## src/assert_macros.svh

```systemverilog
// Assertion helpers used by occupancy_grid_square_dilation.sv.
`ifndef ASSERT_MACROS_SVH
`define ASSERT_MACROS_SVH

// A property that must hold at every rising clock edge outside reset.
`define OGSD_ASSERT(label, prop, msg) \
   label: assert property (@(posedge clock) disable iff (reset) (prop)) else $error(msg);

// An implication checked in the same cycle.
`define OGSD_ASSERT_IMPL(label, ante, cons, msg) \
   label: assert property (@(posedge clock) disable iff (reset) (ante) |-> (cons)) else $error(msg);

// An implication whose consequent is checked in the next cycle.
`define OGSD_ASSERT_NEXT(label, ante, cons, msg) \
   label: assert property (@(posedge clock) disable iff (reset) (ante) |=> (cons)) else $error(msg);

`endif

```

## src/ogsd_pkg.sv

```systemverilog
package ogsd_pkg;

   // Map limits.
   localparam int MAX_WIDTH  = 1024;
   localparam int MAX_HEIGHT = 1024;
   localparam int MAX_RADIUS = 16;

   // Widths of counters, registers and history words.
   localparam int COL_W  = $clog2(MAX_WIDTH);
   localparam int DIM_W  = 11;
   localparam int RAD_W  = 5;
   localparam int ROW_W  = 11;
   localparam int HIST_W = 2 * MAX_RADIUS;
   localparam int WIN_W  = HIST_W + 1;
   localparam int CNT_W  = $clog2(WIN_W + 1);
   localparam int SPOS_W = ROW_W + COL_W;

   // Configuration port.
   localparam int CSR_AW = 4;
   localparam int CSR_DW = 32;

   localparam logic [1:0] REG_IMAGE_WIDTH      = 2'd0;
   localparam logic [1:0] REG_IMAGE_HEIGHT     = 2'd1;
   localparam logic [1:0] REG_INFLATION_RADIUS = 2'd2;

   localparam logic [DIM_W-1:0] RESET_IMAGE_WIDTH      = 11'd640;
   localparam logic [DIM_W-1:0] RESET_IMAGE_HEIGHT     = 11'd480;
   localparam logic [RAD_W-1:0] RESET_INFLATION_RADIUS = 5'd4;

   // Output shades.
   localparam logic [7:0] GRAY_FREE     = 8'd255;
   localparam logic [7:0] GRAY_OCCUPIED = 8'd0;

   // Clamped configuration as seen by the datapath.
   typedef struct packed {
      logic [DIM_W-1:0]  width;
      logic [DIM_W-1:0]  height;
      logic [RAD_W-1:0]  radius;
      logic [SPOS_W-1:0] lag;
   } cfg_type;

   // Ones in the bits below n, over a history word.
   function automatic logic [HIST_W-1:0] low_mask_hist(input logic [CNT_W-1:0] n);
      logic [HIST_W-1:0] m;
      for (int i = 0; i < HIST_W; i++) begin
         m[i] = (CNT_W'(i) < n);
      end
      return m;
   endfunction

   // Ones in the bits below n, over the horizontal window.
   function automatic logic [WIN_W-1:0] low_mask_win(input logic [CNT_W-1:0] n);
      logic [WIN_W-1:0] m;
      for (int i = 0; i < WIN_W; i++) begin
         m[i] = (CNT_W'(i) < n);
      end
      return m;
   endfunction

endpackage

```

## src/ogsd_csr.sv

```systemverilog
module ogsd_csr (
   input  logic                         clock,
   input  logic                         reset,
   input  logic                         csr_psel,
   input  logic                         csr_penable,
   input  logic                         csr_pwrite,
   input  logic [ogsd_pkg::CSR_AW-1:0]  csr_paddr,
   input  logic [ogsd_pkg::CSR_DW-1:0]  csr_pwdata,
   output logic [ogsd_pkg::CSR_DW-1:0]  csr_prdata,
   output logic                         csr_pready,
   output ogsd_pkg::cfg_type            cfg,
   output logic                         restart
);
   import ogsd_pkg::*;

   logic [DIM_W-1:0] width_ff;
   logic [DIM_W-1:0] height_ff;
   logic [RAD_W-1:0] radius_ff;
   logic [1:0]       reg_idx;
   logic             wr;
   logic [DIM_W-1:0] width_c;
   logic [DIM_W-1:0] height_c;
   logic [RAD_W-1:0] radius_c;
   logic [RAD_W+DIM_W-1:0] rw_prod;

   // The port never inserts wait states.
   assign csr_pready = 1'b1;
   assign reg_idx    = csr_paddr[CSR_AW-1:2];
   assign wr         = csr_psel && csr_penable && csr_pwrite && csr_pready;

   // Any write to a mapped register restarts the frame.
   assign restart = wr && (reg_idx == REG_IMAGE_WIDTH || reg_idx == REG_IMAGE_HEIGHT ||
                           reg_idx == REG_INFLATION_RADIUS);

   // Register file.
   always_ff @(posedge clock) begin
      if (reset) begin
         width_ff  <= RESET_IMAGE_WIDTH;
         height_ff <= RESET_IMAGE_HEIGHT;
         radius_ff <= RESET_INFLATION_RADIUS;
      end else if (wr) begin
         case (reg_idx)
            REG_IMAGE_WIDTH:      width_ff  <= csr_pwdata[DIM_W-1:0];
            REG_IMAGE_HEIGHT:     height_ff <= csr_pwdata[DIM_W-1:0];
            REG_INFLATION_RADIUS: radius_ff <= csr_pwdata[RAD_W-1:0];
            default: ;
         endcase
      end
   end

   // Read back the raw register values.
   always_comb begin
      case (reg_idx)
         REG_IMAGE_WIDTH:      csr_prdata = CSR_DW'(width_ff);
         REG_IMAGE_HEIGHT:     csr_prdata = CSR_DW'(height_ff);
         REG_INFLATION_RADIUS: csr_prdata = CSR_DW'(radius_ff);
         default:              csr_prdata = '0;
      endcase
   end

   // Clamp the registers to the supported map and window sizes.
   always_comb begin
      if (width_ff == '0) begin
         width_c = DIM_W'(1);
      end else if (width_ff > DIM_W'(MAX_WIDTH)) begin
         width_c = DIM_W'(MAX_WIDTH);
      end else begin
         width_c = width_ff;
      end
      if (height_ff == '0) begin
         height_c = DIM_W'(1);
      end else if (height_ff > DIM_W'(MAX_HEIGHT)) begin
         height_c = DIM_W'(MAX_HEIGHT);
      end else begin
         height_c = height_ff;
      end
      if (radius_ff > RAD_W'(MAX_RADIUS)) begin
         radius_c = RAD_W'(MAX_RADIUS);
      end else begin
         radius_c = radius_ff;
      end
   end

   // Stream distance between a pixel and the cell whose window it completes.
   assign rw_prod = {{DIM_W{1'b0}}, radius_c} * {{RAD_W{1'b0}}, width_c};

   always_comb begin
      cfg.width  = width_c;
      cfg.height = height_c;
      cfg.radius = radius_c;
      cfg.lag    = SPOS_W'(rw_prod) + SPOS_W'(radius_c);
   end

endmodule

```

## config.mk

```make
export PLATFORM = sky130hd
export DESIGN_NAME = ogsd_csr
export DESIGN_NICKNAME = d
export VERILOG_FILES = /design/src/assert_macros.svh /design/src/ogsd_pkg.sv /design/src/ogsd_csr.sv
export SDC_FILE = /design/constraint.sdc
export NUM_CORES = 1
export LEC_CHECK = 0
export ABC_CLOCK_PERIOD_IN_PS = 5120
export BUFFER_PORTS_ARGS = -buffer_cell sky130_fd_sc_hd__buf_2
export CAP_MARGIN = 0
export CORE_MARGIN = 5
export CORE_UTILIZATION = 43
export DETAILED_ROUTE_END_ITERATION = 8
export GPL_TIMING_DRIVEN = 0
export PLACE_DENSITY_LB_ADDON = 0.2
export SYNTH_ARGS = -nofsm -noshare
export SYNTH_HDL_FRONTEND = slang
export SYNTH_SLANG_ARGS = --single-unit
```

## constraint.sdc

```tcl
create_clock -name clock -period 5.12 [get_ports clock]
set_input_delay 0.256 -clock clock [delete_from_list [all_inputs] [get_ports clock]]
set_output_delay 0.256 -clock clock [all_outputs]
set_load 0.02 [all_outputs]
```

* Word level (Yosys, flattened, before mapping)
Cells that the tools add are included.
** Storage, ports and cells
- Logic and storage cells :: 27
- Output and inout port bits :: 82
- Flip-flop bits (word level) :: 27
- Input port bits :: 41
** Cells by class
- Equality and inequality tests :: 2
- Multiply operators :: 1
- $add $sub $neg :: 1
- Reduce and logical (&&, ||, !) cells :: 11
- Magnitude comparators :: 3
- Muxes and demuxes :: 6
** Operators by type and width (number)
- $mux W11 :: 4
- $pmux W11 S3 :: 1
- $gt A11 B11 Y1 const B :: 2
- $logic_not A11 Y1 :: 2
- $add A16 B5 Y17 :: 1
- $mul A5 B11 Y16 :: 1
- $reduce_and A2 Y1 :: 3
- $gt A5 B5 Y1 const B :: 1
- $mux W5 :: 1
- $logic_and A1 B1 Y1 :: 3
- $eq A2 B1 Y1 const B :: 1
- $eq A2 B2 Y1 const B :: 1
- $logic_not A2 Y1 :: 1
- $logic_or A1 B1 Y1 :: 2

* Longest topological paths before layout
- Depth in word-level cells :: 5
- Mapped depth :: 18
- Depth with buffers taken out :: 17

* Worst setup path before layout
Ideal clock, no wire load.
- Path type :: register -> output
- From :: reg width_ff[2]
- To :: out cfg[15] (netlist name)
- Stages on the path, launching flop included :: 18
- Path slack :: 0.441 ns
- Arrival :: 4.423 ns
- Buffers on the path :: 1
- Data required time :: 4.864 ns
- Cells stage by stage :: dfxtp_1 buf_6 nor4_1 nand3_1 and2_4 nor2_8 and2_1 fa_1 fa_1 inv_1 fa_1 inv_1 ha_1 nand2_1 o31a_4 o31ai_4 a41oi_1 xnor2_1
** RTL lines
- from (decl) :: RTL line ogsd_csr.sv:16 : logic [DIM_W-1:0] width_ff;
- from (signal assigned) :: RTL line ogsd_csr.sv:43 : REG_IMAGE_WIDTH: width_ff <= csr_pwdata[DIM_W-1:0];
- to (decl) :: RTL line ogsd_csr.sv:11 : output ogsd_pkg::cfg_type cfg,

==> out/results.tsv <==
metric	value	unit
outcome	finished, final reports clean	
syn_to_final_growth	29.18	%
synth-seq-cells	27	
drt_iter0_drc	64	
clkTransAtPathRegs	0.09	ns
ios	123	
hold_path.class	primary input to register	
period_needed	5.035	ns
path_class	register to output pin	
hold_viol	0	
crit_fanout	9	
drive_above_1_share	33.16	%
n_antenna_cell	0	
dpl_cell_area	4342	um2
clk_latency	0.27	ns
start_kind	register	
synth_area	3756	um2
htreeDepth	1	
drtAntennaViolNets	0	
drv_cap	0	
post-dp-hpwl	7.338	mm
finalNetCount	682	
crit_required	4.86	ns
async_reset_ff_share	0	%
whs	0.2139	ns
port_buffers	72	
max_freq	198.6	MHz
ys_types	51	
die_area	10700	um2
grt_pass1_vias	3181	
stdcell_area	4852	um2
power_leakage	2.500	nW
dp_cells	661	
cts_tree	yes	
clock-sinks	27	
antenna_found_initial	0	
yosysSeqAreaShare	14.39	%
std_cell_rows	34	
power_density	99.60	nW/um2
synth_top_cell_by_area	fa_1	
grt_first_pass_wirelength	14.70	mm
die_w	103.5	um
drc	0	
ctsHoldBuffers	0	
worstPathArrival	4.78	ns
setup_viol	0	
routabilityCongestion	0.8901	
postRouteWirelength	9.503	mm
finalCritPeriodShare	98.33	%
yosys_warnings	0	
synthFlopType	dfxtp_1	
syn_inst	457	
track_usage	16.87	%
fp.dieH	103.5	um
drv_slew	0	
fillCellCount	798	
cts_buffers	3	
vias	3338	
fin_skew	0	ns
synthTopCellsByArea	fa_1 17%, dfxtp_1 14%, ha_1 11%	
wl_per_cell	13.89	um
initial_utilization	43.49	%
synthTopCellsByCount	58 x inv_1, 50 x nand2_1, 40 x and2_1	
reg2reg_slack	3.84	ns
peakVddDrop	0.1103	mV
core	8636	um2
cts_buffer_depth	2	
grt_max_degree	15	
syn_avg_cell_area	8.219	um2
synth.most_common_cell	inv_1	
relSlewSlack	64.45	%
worstSetupEndpointType	output pin	
grt_overflow	0	
avgViaCountPerCell	4.880	
clock-root-buffer	clkbuf_8	
synth_top_area_share	17.06	%
synth_edf_count	0	
worstMarginPinSlew	0.5309	ns
dr.pass1.iters	4	
fin_cells	684	
cell families after synthesis:
family | share of synthesized area [%]
AOI/OAI and AO/OA | 11.19
muxes | 5.863
adders and majority gates | 27.71
xor gates and xnor gates | 2.332
and+or+nand+nor | 24.48
other | 0.1999
DFF | 14.39
buffers and inverters | 13.82
power breakdown:
group,internal [mW],switching [mW],total [mW]
sequential,0.212,0.00587,0.218
clock,0.0557,0.0662,0.122
combinational,0.0581,0.0855,0.144
total,0.326,0.158,0.483
registers in the layout (all words and copies together) (netlist names):
| signal | flops |
|---|---|
| radius_ff | 5 |
| height_ff | 11 |
| width_ff | 11 |
path summary, 6_finish.rpt:
check	end	depth (start not counted)	startpoint
hold / removal	width_ff[7]	3	csr_pwdata[7]
setup / recovery	cfg[15]	17	width_ff[7]
setup reg to reg	width_ff[10]	3	width_ff[10]
hold reg to reg	width_ff[0]	2	width_ff[0]
metrics by stage:
stage / util [%] / power, mW / setup TNS [ns] / worst slack (ns)
CTS: 51.43 / 0.4671 / 0 / 0.0008735
floorplan: - / 0.3174 / 0 / 0.4412
finish: 56.19 / 0.4833 / 0 / 0.08549
global placement: 50.28 / 0.3488 / 0 / 0.002102
detailed placement: 50.28 / 0.3497 / -0.009939 / -0.009939
global route: 56.19 / 0.5059 / -0.1783 / -0.07854
routing by layer:
metal | vias up | global-route usage [%] | routed length, um
li1 | 1656 | - | -
met1 | 1571 | 22.20 | 4087
met2 | 98 | 29.17 | 4689
met3 | 13 | 2.347 | 538
met4 | 0 | 4.183 | 188
met5 | - | 0 | 0
cell type report:
class,instances,area (um2),share of cell area (%)
Multi-Input combinational cell,351,3073,63.33
Clock buffer,4,45.04,0.9283
Sequential cell,27,556.8,11.47
Inverter,58,217.7,4.487
Tap cell,108,135.1,2.785
Timing Repair Buffer,93,553.0,11.40
Buffer,43,271.5,5.596
cells in the final DEF, fill, tap and decap left out, drive strengths merged, types with 2 or more instances in the layout:
master  netlist  routed
dfxtp        27      27
nor4          4       4
o21ai        12      12
and2         41      41
a211o         5       5
a21o          5       5
inv          58      58
clkbuf       13      15
nor2         33      35
a211oi        4       4
a21oi        23      23
nand3         7       7
nor3          3       3
nand2        51      51
xnor2         7       7
mux2i        22      22
ha           32      32
and3          4       4
nand3b        2       2
conb          2      26
xor2          3       3
fa           32      32
nor2b        18      18
buf          34     125
worst max-delay path: stages (launching register included):
cell,delay (ns)
dfxtp_4,0.40
nor4_4,0.28
nand3_1,0.14
and2_4,0.26
nor2_8,0.19
buf_6,0.12
nand2_2,0.05
fa_1,0.56
fa_2,0.45
fa_1,0.51
inv_2,0.05
ha_4,0.26
nor2_1,0.05
o31a_4,0.39
o31ai_4,0.30
a41oi_2,0.16
xnor2_1,0.18
buf_4,0.16
timing repair:
action | in CTS | in global routing
endpoints found under the setup margin | 9 | 9
resized for setup | 9 | 63
buffers inserted | 1 | 20
cloned | 0 | 2
pin swaps | 0 | 39
(Power assumes the default switching activity.)
